`src/hdl/frac_pkg.sv`:
```
// ----------------------------------------------------------------------------
// frac_pkg: shared types and constants for fraction_arith_reduce
// Operation codes, widths and the sequencer state type.
// ----------------------------------------------------------------------------
package frac_pkg;

   localparam int OPERAND_WIDTH_DEF = 16;
   localparam int NUM_OUT_W         = 33;
   localparam int DEN_OUT_W         = 32;

   typedef enum logic [1:0] {
      CMD_ADD = 2'd0,
      CMD_SUB = 2'd1,
      CMD_MUL = 2'd2,
      CMD_DIV = 2'd3
   } cmd_type;

   typedef enum logic [2:0] {
      ST_IDLE,
      ST_MUL,
      ST_SUM,
      ST_GCD,
      ST_DIVN,
      ST_DIVD,
      ST_DONE
   } state_type;

endpackage

```
`src/hdl/fraction_arith_reduce.sv`:
```
// ----------------------------------------------------------------------------
// fraction_arith_reduce: exact fraction arithmetic reduced to lowest terms
//
// Usage:
//   Drive req_command and the four signed operands, pulse start while busy
//   is low; the item is taken on that edge and busy rises next cycle.
//   The block forms the cross products (one shared multiplier, one product a
//   cycle), combines them in sign-magnitude, then runs Euclid's GCD with a
//   shared bit-serial divider (one remainder per step) and divides numerator
//   and denominator by the GCD with the same divider.
//   Sequence: with W = 2*OW+2 (34 at the default width) and k Euclid steps,
//   busy stays high through the three products, the combine, k divides of
//   W bits for Euclid, then the divides of numerator and denominator and
//   the done state; the result strobe follows in the next cycle.
//   k is at most about 46 for these magnitudes. A zero denominator sets
//   rsp_divide_error with 0/1; zero numerator gives 0/1 without division.
//   Throughput: a new item can be taken at the edge that ends the strobe.
//   The result shows for one cycle with rsp_valid; the receiver cannot
//   stall. Reset (synchronous, high) returns the sequencer to idle; no item
//   in flight survives.
// ----------------------------------------------------------------------------
module fraction_arith_reduce #(
   parameter int OPERAND_WIDTH = frac_pkg::OPERAND_WIDTH_DEF
) (
   input  logic                                   clock,
   input  logic                                   reset,
   input  logic                                   start,
   output logic                                   busy,
   input  logic [1:0]                             req_command,
   input  logic signed [OPERAND_WIDTH-1:0]        req_a_num,
   input  logic signed [OPERAND_WIDTH-1:0]        req_a_den,
   input  logic signed [OPERAND_WIDTH-1:0]        req_b_num,
   input  logic signed [OPERAND_WIDTH-1:0]        req_b_den,
   output logic                                   rsp_valid,
   output logic signed [frac_pkg::NUM_OUT_W-1:0]  rsp_result_num,
   output logic signed [frac_pkg::DEN_OUT_W-1:0]  rsp_result_den,
   output logic                                   rsp_divide_error
);
   localparam int OW = OPERAND_WIDTH;
   localparam int PW = 2 * OW;      // product magnitude width
   localparam int W  = PW + 2;      // sum magnitude width, with margin

   frac_pkg::state_type st_ff, st_in;

   // operand magnitudes and signs
   logic [OW:0]   mag_an_ff, mag_ad_ff, mag_bn_ff, mag_bd_ff;
   logic          sg_an_ff, sg_ad_ff, sg_bn_ff, sg_bd_ff;
   logic [1:0]    cmd_ff;
   logic [1:0]    step_ff, step_in;

   // products, sign-magnitude
   logic [PW+1:0] p0_ff, p0_in, p1_ff, p1_in, p2_ff, p2_in;
   logic          s0_ff, s0_in, s1_ff, s1_in, s2_ff, s2_in;

   // numerator / denominator and GCD registers
   logic [W-1:0]  num_ff, num_in, den_ff, den_in, gx_ff, gx_in, gy_ff, gy_in;
   logic          nneg_ff, nneg_in, dneg_ff, dneg_in;
   logic          err_ff, err_in, vld_ff, vld_in;

   // shared multiplier
   logic [OW:0]   mx, my;
   logic [PW+1:0] mp;
   logic          msg;

   // shared divider
   logic          dgo;
   logic [W-1:0]  ddvd, ddvs, dq, dr;
   logic          ddone, dwait_ff, dwait_in;

   logic [W-1:0]  sum_mag;
   logic          sum_neg;

   frac_divu #(.W(W)) u_div (
      .clock, .reset, .go(dgo), .dividend(ddvd), .divisor(ddvs),
      .done(ddone), .quot(dq), .rem(dr)
   );

   function automatic logic [OW:0] mag_of(input logic [OW-1:0] v);
      mag_of = v[OW-1] ? ((OW+1)'(0) - {v[OW-1], v}) : {1'b0, v};
   endfunction

   // capture operands in sign-magnitude form
   always_ff @(posedge clock) begin
      if (st_ff == frac_pkg::ST_IDLE && start) begin
         cmd_ff    <= req_command;
         mag_an_ff <= mag_of(req_a_num);  sg_an_ff <= req_a_num[OW-1];
         mag_ad_ff <= mag_of(req_a_den);  sg_ad_ff <= req_a_den[OW-1];
         mag_bn_ff <= mag_of(req_b_num);  sg_bn_ff <= req_b_num[OW-1];
         mag_bd_ff <= mag_of(req_b_den);  sg_bd_ff <= req_b_den[OW-1];
      end
   end

   // multiplier operand select per step: 0 an*bd (or an*bn), 1 ad*bn, 2 den
   always_comb begin
      mx  = mag_an_ff;  my = mag_bd_ff;
      msg = sg_an_ff ^ sg_bd_ff;
      case (step_ff)
         2'd0: begin
            mx = mag_an_ff; my = mag_bd_ff; msg = sg_an_ff ^ sg_bd_ff;
            if (cmd_ff == frac_pkg::CMD_MUL) begin
               my = mag_bn_ff; msg = sg_an_ff ^ sg_bn_ff;
            end
         end
         2'd1: begin
            mx = mag_ad_ff; my = mag_bn_ff; msg = sg_ad_ff ^ sg_bn_ff;
         end
         2'd2: begin
            mx = mag_ad_ff; my = mag_bd_ff; msg = sg_ad_ff ^ sg_bd_ff;
            if (cmd_ff == frac_pkg::CMD_DIV) begin
               my = mag_bn_ff; msg = sg_ad_ff ^ sg_bn_ff;
            end
         end
         default: begin
            mx = '0; my = '0; msg = 1'b0;
         end
      endcase
   end
   assign mp = mx * my;

   // signed combine of the two cross products
   always_comb begin
      logic s1e;
      s1e = s1_ff ^ (cmd_ff == frac_pkg::CMD_SUB);
      if (s0_ff == s1e) begin
         sum_mag = W'(p0_ff) + W'(p1_ff);
         sum_neg = s0_ff;
      end else if (p0_ff >= p1_ff) begin
         sum_mag = W'(p0_ff - p1_ff);
         sum_neg = s0_ff;
      end else begin
         sum_mag = W'(p1_ff - p0_ff);
         sum_neg = s1e;
      end
   end

   always_comb begin
      st_in    = st_ff;
      step_in  = step_ff;
      p0_in = p0_ff; p1_in = p1_ff; p2_in = p2_ff;
      s0_in = s0_ff; s1_in = s1_ff; s2_in = s2_ff;
      num_in = num_ff; den_in = den_ff; gx_in = gx_ff; gy_in = gy_ff;
      nneg_in = nneg_ff; dneg_in = dneg_ff;
      err_in   = err_ff;
      vld_in   = 1'b0;
      dgo      = 1'b0;
      ddvd     = gx_ff;
      ddvs     = gy_ff;
      dwait_in = dwait_ff;
      case (st_ff)
         frac_pkg::ST_IDLE: begin
            if (start) begin
               st_in   = frac_pkg::ST_MUL;
               step_in = 2'd0;
            end
         end
         frac_pkg::ST_MUL: begin
            case (step_ff)
               2'd0: begin p0_in = mp; s0_in = msg; end
               2'd1: begin p1_in = mp; s1_in = msg; end
               default: begin p2_in = mp; s2_in = msg; end
            endcase
            if (step_ff == 2'd2) st_in = frac_pkg::ST_SUM;
            else step_in = step_ff + 2'd1;
         end
         frac_pkg::ST_SUM: begin
            if (cmd_ff == frac_pkg::CMD_ADD || cmd_ff == frac_pkg::CMD_SUB) begin
               num_in  = sum_mag;
               nneg_in = sum_neg;
            end else begin
               num_in  = W'(p0_ff);
               nneg_in = s0_ff;
            end
            den_in  = W'(p2_ff);
            dneg_in = s2_ff;
            gx_in   = num_in;
            gy_in   = den_in;
            err_in  = 1'b0;
            dwait_in = 1'b0;
            if (p2_ff == '0) begin
               err_in = 1'b1;
               num_in = '0; den_in = W'(1); nneg_in = 1'b0; dneg_in = 1'b0;
               st_in  = frac_pkg::ST_DONE;
            end else if (num_in == '0) begin
               den_in = W'(1); nneg_in = 1'b0; dneg_in = 1'b0;
               st_in  = frac_pkg::ST_DONE;
            end else begin
               st_in  = frac_pkg::ST_GCD;
            end
         end
         frac_pkg::ST_GCD: begin
            // Euclid: x, y <- y, x mod y until y is zero
            if (!dwait_ff) begin
               if (gy_ff == '0) begin
                  st_in    = frac_pkg::ST_DIVN;
                  dgo      = 1'b1;
                  ddvd     = num_ff;
                  ddvs     = gx_ff;
                  dwait_in = 1'b1;
               end else begin
                  dgo      = 1'b1;
                  dwait_in = 1'b1;
               end
            end else if (ddone) begin
               gx_in    = gy_ff;
               gy_in    = dr;
               dwait_in = 1'b0;
            end
         end
         frac_pkg::ST_DIVN: begin
            if (ddone) begin
               num_in = dq;
               dgo    = 1'b1;
               ddvd   = den_ff;
               ddvs   = gx_ff;
               st_in  = frac_pkg::ST_DIVD;
            end
         end
         frac_pkg::ST_DIVD: begin
            if (ddone) begin
               den_in   = dq;
               dwait_in = 1'b0;
               st_in    = frac_pkg::ST_DONE;
            end
         end
         frac_pkg::ST_DONE: begin
            vld_in = 1'b1;
            st_in  = frac_pkg::ST_IDLE;
         end
         default: st_in = frac_pkg::ST_IDLE;
      endcase
   end

   always_ff @(posedge clock) begin
      if (reset) begin
         st_ff    <= frac_pkg::ST_IDLE;
         step_ff  <= 2'd0;
         vld_ff   <= 1'b0;
         dwait_ff <= 1'b0;
      end else begin
         st_ff    <= st_in;
         step_ff  <= step_in;
         vld_ff   <= vld_in;
         dwait_ff <= dwait_in;
      end
      p0_ff <= p0_in; p1_ff <= p1_in; p2_ff <= p2_in;
      s0_ff <= s0_in; s1_ff <= s1_in; s2_ff <= s2_in;
      num_ff <= num_in; den_ff <= den_in; gx_ff <= gx_in; gy_ff <= gy_in;
      nneg_ff <= nneg_in; dneg_ff <= dneg_in;
      err_ff <= err_in;
   end

   // output register: driven on the cycle after DONE
   logic [frac_pkg::NUM_OUT_W-1:0] onum_ff;
   logic [frac_pkg::DEN_OUT_W-1:0] oden_ff;
   logic                           oerr_ff;
   logic [W:0]                     nmag_x, dmag_x, nbits, dbits;

   always_comb begin
      nmag_x = {1'b0, num_ff};
      dmag_x = {1'b0, den_ff};
      nbits  = nneg_ff ? ((W+1)'(0) - nmag_x) : nmag_x;
      dbits  = dneg_ff ? ((W+1)'(0) - dmag_x) : dmag_x;
   end

   always_ff @(posedge clock) begin
      if (st_ff == frac_pkg::ST_DONE) begin
         onum_ff <= frac_pkg::NUM_OUT_W'(nbits);
         oden_ff <= frac_pkg::DEN_OUT_W'(dbits);
         oerr_ff <= err_ff;
      end
   end

   assign busy             = (st_ff != frac_pkg::ST_IDLE);
   assign rsp_valid        = vld_ff;
   assign rsp_result_num   = onum_ff;
   assign rsp_result_den   = oden_ff;
   assign rsp_divide_error = oerr_ff;
endmodule

```
`src/hdl/frac_divu.sv`:
```
// ----------------------------------------------------------------------------
// frac_divu: shared restoring divider
// Unsigned quotient, one bit per cycle; remainder available at done.
// ----------------------------------------------------------------------------
module frac_divu #(
   parameter int W = 34
) (
   input  logic         clock,
   input  logic         reset,
   input  logic         go,
   input  logic [W-1:0] dividend,
   input  logic [W-1:0] divisor,
   output logic         done,
   output logic [W-1:0] quot,
   output logic [W-1:0] rem
);
   localparam int CW = $clog2(W + 1);

   logic [W-1:0]  q_ff, q_in, r_ff, r_in, d_ff, d_in;
   logic [CW-1:0] cnt_ff, cnt_in;
   logic          run_ff, run_in, done_ff, done_in;
   logic [W:0]    trial;

   always_comb begin
      q_in    = q_ff;
      r_in    = r_ff;
      d_in    = d_ff;
      cnt_in  = cnt_ff;
      run_in  = run_ff;
      done_in = 1'b0;
      trial   = {r_ff, q_ff[W-1]} - {1'b0, d_ff};
      if (go) begin
         q_in   = dividend;
         r_in   = '0;
         d_in   = divisor;
         cnt_in = CW'(W);
         run_in = 1'b1;
      end else if (run_ff) begin
         if (!trial[W]) begin
            r_in = trial[W-1:0];
            q_in = {q_ff[W-2:0], 1'b1};
         end else begin
            r_in = {r_ff[W-2:0], q_ff[W-1]};
            q_in = {q_ff[W-2:0], 1'b0};
         end
         cnt_in = cnt_ff - 1'b1;
         if (cnt_ff == CW'(1)) begin
            run_in  = 1'b0;
            done_in = 1'b1;
         end
      end
   end

   always_ff @(posedge clock) begin
      if (reset) begin
         run_ff  <= 1'b0;
         done_ff <= 1'b0;
         cnt_ff  <= '0;
      end else begin
         run_ff  <= run_in;
         done_ff <= done_in;
         cnt_ff  <= cnt_in;
      end
      q_ff <= q_in;
      r_ff <= r_in;
      d_ff <= d_in;
   end

   assign done = done_ff;
   assign quot = q_ff;
   assign rem  = r_ff;
endmodule

```
`config.mk`:
```
export PLATFORM = sky130hd
export DESIGN_NAME = fraction_arith_reduce
export DESIGN_NICKNAME = d
export VERILOG_FILES = /design/src/hdl/frac_pkg.sv /design/src/hdl/fraction_arith_reduce.sv /design/src/hdl/frac_divu.sv
export SDC_FILE = /design/constraint.sdc
export NUM_CORES = 2
export LEC_CHECK = 0
export CAP_MARGIN = 30
export CORE_MARGIN = 2
export CORE_UTILIZATION = 65
export CTS_CLUSTER_DIAMETER = 120
export CTS_CLUSTER_SIZE = 24
export DETAILED_ROUTE_END_ITERATION = 16
export DONT_BUFFER_PORTS = 1
export PLACE_DENSITY = 0.92
export SYNTH_ARGS = -nofsm -noshare
export SYNTH_HDL_FRONTEND = slang
export SYNTH_SLANG_ARGS = --single-unit
```
`constraint.sdc`:
```
create_clock -name clock -period 17.4 [get_ports clock]
set_clock_uncertainty 0.1 [all_clocks]
set_input_delay 3.48 -clock clock [delete_from_list [all_inputs] [get_ports clock]]
set_output_delay 3.48 -clock clock [all_outputs]
set_load 0.01 [all_outputs]
```
Yosys cells after proc, flatten, opt, wreduce, memory -nomap -nowiden --
Cells that the tools add are included.
Storage, ports and cells: flip-flop bits (word level) 501, bits in latches 0, bits in writable memories 0, memory bits (read-only) 0, input bits 69, output and inout port bits 68, word-level logic and storage cells 183, memories 0
Operators by class: add/sub/neg operators 12, $mul 1, div/mod/pow operators 0, $lt $le $gt $ge 1, equality and inequality tests 22, shifts and indexed selects 0, mux-type cells 71, bitwise gates (word level) 7, reduce and logical (&&, ||, !) cells 29
Operators by type and width (number):
- two-way mux 34 bit | 21
- case mux 34 bit (2 select lines) | 6
- zero test 34 bit | 3
- subtractor 1 x 16 -> 17 bit (first input constant) | 4
- subtractor 34 bit | 2
- two-way mux 15 bit | 4
- case mux 17 bit (3 select lines) | 1
- subtractor 35 x 34 -> 35 bit | 1
- adder 34 bit | 1
- greater-or-equal comparator 34 bit | 1
- multiplier 17 x 17 -> 34 bit | 1
- two-way mux 17 bit | 2
- case mux 17 bit (2 select lines) | 1
- two-way mux 33 bit | 1
- subtractor 1 x 33 -> 33 bit (first input constant) | 1
- two-way mux 32 bit | 1
- subtractor 1 x 32 -> 32 bit (first input constant) | 1
- two-way mux 3 bit | 8
- case mux 3 bit (6 select lines) | 1
- two-way mux 1 bit | 17
- two-way mux 6 bit | 2
- != test 2 bit (second input constant) | 6
- AND reduction 2 bit | 6
- nonzero test 2 bit | 5
- other kinds (25) | 46

Depth between registers and ports, before layout --
depth in word-level cells 10, depth in mapped cells 36, gate-level depth less buffers 32

Modules after synthesis --
A second synthesis with hierarchy kept.
Unflattened totals: cells, all modules 4125, area total of the unflattened synthesis 39654.3 µm²
By module, submodules not included:
- fraction_arith_reduce | instances 1, cells an instance 3502, area each 33273.2 µm², sequential area each 11671.2 µm²
- frac_divu | instances 1, cells an instance 623, area each 6381.1 µm², sequential area each 2882.8 µm²

Least setup slack after synthesis --
OpenSTA, ideal clock, no wires.
kind register to register, from register cmd_ff[1], to register p0_ff[33] (data pin), library setup time 269 ps, data arrival time 8461 ps, required time 17031 ps, setup slack 8570 ps, stages on the path, launching flop included 34, buffers on the path 6, period minus slack after synthesis 8830 ps, path through edfxtp_1 > clkbuf_1 > clkbuf_1 > buf_1 > clkbuf_1 > a21boi_0 > o22a_1 > clkbuf_1 > a22oi_1 > clkbuf_1 > nor2_1 > fa_1 > inv_1 > fa_1 > fa_1 > fa_1 > inv_1 > fa_1 > inv_1 > fa_1 > inv_1 > ha_1 > a21o_1 > a31oi_1 > a311oi_1 > o22a_1 > nand4_1 > a311oi_1 > a211oi_1 > a2111o_1 > a31oi_1 > a21o_1 > a21oi_1 > xnor2_1
On the way: longest elaborated chain between the ends 4, elaborated cells between the ends (all ways) 6, those cells by class mul: 1; eq/ne: 2; mux: 3
Ends and longest elaborated chain:
- start, declared | line fraction_arith_reduce.sv:48 | logic [1:0] cmd_ff;
- start signal, assigned | line fraction_arith_reduce.sv:85 | cmd_ff <= req_command;
- == test 2 bit (on tied branches) | line fraction_arith_reduce.sv:109, fraction_arith_reduce.sv:100
- two-way mux 17 bit (on tied branches) | line fraction_arith_reduce.sv:109, fraction_arith_reduce.sv:100
- case mux 17 bit (3 select lines) * | line fraction_arith_reduce.sv:97 | case (step_ff)
- multiplier 17 x 17 -> 34 bit * | line fraction_arith_reduce.sv:118 | assign mp = mx * my;
- via mp[33] | line fraction_arith_reduce.sv:62 | logic [PW+1:0] mp;
- end signal, assigned | line fraction_arith_reduce.sv:245 | p0_ff <= p0_in; p1_ff <= p1_in; p2_ff <= p2_in;
- end, declared | line fraction_arith_reduce.sv:52 | logic [PW+1:0] p0_ff, p0_in, p1_ff, p1_in, p2_ff, p2_in;
Mark *: on every way through the listed nets, which the timed path passes. The rest lies on a longest branch. A chain may end at the register's enable or synchronous reset.

Final worst setup path --
from register step_ff[0], to register p0_ff[33] (data pin)
On the way: longest elaborated chain between the ends 4, elaborated cells between the ends (all ways) 7, those cells by class mul: 1; eq/ne: 2; mux: 2; reduce/logical: 2
Ends and longest elaborated chain:
- start, declared | line fraction_arith_reduce.sv:49 | logic [1:0] step_ff, step_in;
- start signal, assigned | line fraction_arith_reduce.sv:241 | step_ff <= step_in;
- == test 2 bit / == test 2 x 1 -> 1 bit (equally long branches) | line fraction_arith_reduce.sv:97
- OR reduction 2 bit (no line)
- case mux 17 bit (2 select lines) | line fraction_arith_reduce.sv:97
- multiplier 17 x 17 -> 34 bit * | line fraction_arith_reduce.sv:118
- via mp[33] | line fraction_arith_reduce.sv:62
Marked as above.

==> results.cfg <==
[timing]
relSlewSlack = 0.245
worst_pin_slew_ns = 1.13
setup_violations = 0
tns_ns = 0
finalCritPeriodShare = 0.539
hold_viol = 0
fmaxAchievable_ghz = 0.107
rsz0062_at_grt = false
layout_min_cycle_time_ns = 9.37
finalMaxSlewViolations = 0

[global_route]
grt_max_degree = 99
grt_pass1_vias = 31600
grt_antenna_before_repair = 0
overflow = 0
grt_use_total = 0.354
grt_pass1_wl_um = 173000

[drt]
via_count = 31800
ant_nets = 0
first_pass_iters = 8
drc_errors = 0
route.met3.wl_um = 12100
drt_iter0_markers = 3485
highest_layer = met4
wl_per_cell_um = 23.1
routed_wl_um = 112000
met1_length_um = 40300
dr_wl_met2_um = 52500
vias_per_cell = 6.54

[critical_path]
rr_endpoint = p0_ff[33]
cp.arrival_ns = 9.71
crit_fanout = 30
cp-endpoint = p0_ff[33]
rrSetupSlack_ns = 8.03
required_ns = 17.74
crit_path_end_kind = flip-flop
cp-startpoint = step_ff[0]
crit_type = reg2reg
reg2regPathDepth = 27
startpoint_type = flip-flop
timing.rr.start = step_ff[0]

[finish]
final_cell_mix = nand2_1, edfxtp_1, inv_1, nor2_1, ha_1
layout.nets = 4605
fin_cells = 4856
final_util = 0.677
ff_latch_area_sq_um = 14600
fin_area_sq_um = 40700
nFillCells = 4403
multi_input_area_sq_um = 22400
drive_gt1_frac = 0.0462
layout_commonest_cell = nand2_1
area_growth_pct = 3.54

[clocking]
clock_latency_ns = 0.62
cts_setup_buffers = 0
cts.sinks = 501
cts_root_buffer = clkbuf_16
cts_max_path_buffers = 3
cts_made_buffers = 25
cts_tree = yes
htreeDepth = 1
clk_pin_slew_worst_paths_ns = 0.10
cts_resized = 0
cts_hold_buf = 0

[logic_synthesis]
syn_avg_cell_area_sq_um = 9.43
synth.distinct_cells = 100
synth-seq-area-share = 0.370
ys_ff_latch = 501
ys.flop_type = edfxtp_1
synth_enable_flop_cells = 452
synthCells = 4170
async_reset_ff_frac = 0
yosys_warnings = 0
synthesis.area_sq_um = 39300

[placed_design]
io_buffer_count = 0
dp_hpwl_um = 85400
dpl_cell_area_sq_um = 39900
gp_congestion = 1.04
dp.cells = 4805

[floorplanning]
die_h_um = 250
io_pins = 137
dieWidth_um = 250
start_util = 0.654
core_sq_um = 60100
rows = 90
fp.dieArea_sq_um = 62500

[run_status]
outcome = finished clean

[run]
maxCapViolCount = 0

[worst_hold_path]
hp-class = reg2reg
worst min path at each step:
stage | from | endpoint | slack (ns) | cells past startpoint
detailed placement | err_ff | rsp_divide_error | 0.37 | 0
finish | err_ff | rsp_divide_error | 0.42 | 0
global route | err_ff | rsp_divide_error | 0.42 | 0
CTS | err_ff | rsp_divide_error | 0.42 | 0
floorplan | err_ff | rsp_divide_error | 0.30 | 0
global placement | step_ff[1] | step_ff[1] | 0.39 | 2
synth_stat cells, drive strengths merged (9+ instances only):
| library cell | instances | area, sq um |
|---|---|---|
| nor2b | 23 | 144 |
| nand2 | 602 | 2260 |
| a211oi | 39 | 303 |
| o21ai | 247 | 1340 |
| o31ai | 43 | 328 |
| and2 | 17 | 106 |
| mux2 | 9 | 105 |
| nand2b | 50 | 313 |
| dfxtp | 49 | 981 |
| o21bai | 23 | 173 |
| xnor2 | 173 | 1520 |
| a22oi | 69 | 518 |
| a31oi | 50 | 313 |
| ha | 254 | 3180 |
| o211ai | 17 | 133 |
| edfxtp | 452 | 13600 |
| or4 | 17 | 131 |
| nand3 | 45 | 225 |
| buf | 49 | 312 |
| a22o | 32 | 280 |
| fa | 228 | 4560 |
| or3 | 26 | 163 |
| xor2 | 36 | 315 |
| o21a | 22 | 173 |
| mux2i | 32 | 320 |
| nor2 | 377 | 1420 |
| a21o | 43 | 324 |
| nor3 | 56 | 285 |
| nand4 | 25 | 156 |
| o41ai | 24 | 210 |
| a2111oi | 10 | 93.8 |
| inv | 446 | 1670 |
| a21oi | 228 | 1140 |
| or2 | 30 | 188 |
| nor4 | 37 | 253 |
| and3 | 15 | 93.8 |
| clkbuf | 148 | 556 |
metal layers:
metal  vias to the layer above  track usage
met5                         -            0
met4                         0        0.203
met3                       436       0.0714
met2                      2072        0.586
met1                     15100        0.434
li1                      14200            -
logic make-up after synthesis:
kind of cell | Yosys count | synth area share
simple gates | 1350 | 0.152
compound gates | 943 | 0.159
buf+inv | 643 | 0.0646
flops | 501 | 0.370
fa+ha+maj | 482 | 0.197
xor+xnor | 209 | 0.0466
mux | 41 | 0.0108
other cells | 1 | 0.0000954
flip-flops by register name (all words and copies together) (netlist names), 2 cells and up:
register,count
u_div.cnt_ff,6
mag_bd_ff,17
mag_ad_ff,17
gy_ff,34
num_ff,34
mag_an_ff,17
u_div.quot,34
p1_ff,34
u_div.rem,34
rsp_result_den,32
st_ff,3
mag_bn_ff,17
den_ff,34
p0_ff,34
step_ff,2
u_div.d_ff,34
rsp_result_num,33
p2_ff,34
gx_ff,34
cmd_ff,2
layout make-up:
| class | count | share of cell area |
|---|---|---|
| multi-input cells | 3029 | 0.549 |
| flip-flops and latches | 501 | 0.357 |
| inverters | 446 | 0.0412 |
| well taps | 782 | 0.0240 |
| clock buffers | 43 | 0.0173 |
| repair buffers | 51 | 0.00983 |
| clock inverters | 3 | 0.00114 |
| diodes | 1 | 0.0000615 |
per-stage QoR:
| stage | hold slack, ns | setup WS, ns |
|---|---|---|
| after floorplan | 0.300 | 8.57 |
| after global placement | 0.388 | 8.28 |
| after detailed placement | 0.367 | 8.17 |
| after CTS | 0.417 | 8.14 |
| after global routing | 0.421 | 7.51 |
| final | 0.418 | 8.03 |
critical path, stage by stage, from the launching register on:
cell      delay, ns
dfxtp_1        0.37
inv_1          0.10
ha_1           0.63
o22a_1         0.88
a22o_1         0.57
nand2_1        0.15
fa_1           0.55
fa_1           0.59
fa_1           0.46
fa_1           0.55
inv_1          0.05
fa_1           0.48
inv_1          0.05
fa_1           0.47
inv_1          0.04
ha_1           0.36
a21o_1         0.16
a31oi_1        0.06
a311oi_1       0.49
o22a_1         0.28
nand4_1        0.19
a311oi_1       0.30
a211oi_1       0.14
a2111o_1       0.42
a31oi_1        0.22
a21o_1         0.15
a21oi_1        0.07
xnor2_1        0.24
Power is left out: the tool's default activity adds up to more than one toggle a clock period on the data nets, which glitch-free logic cannot reach.
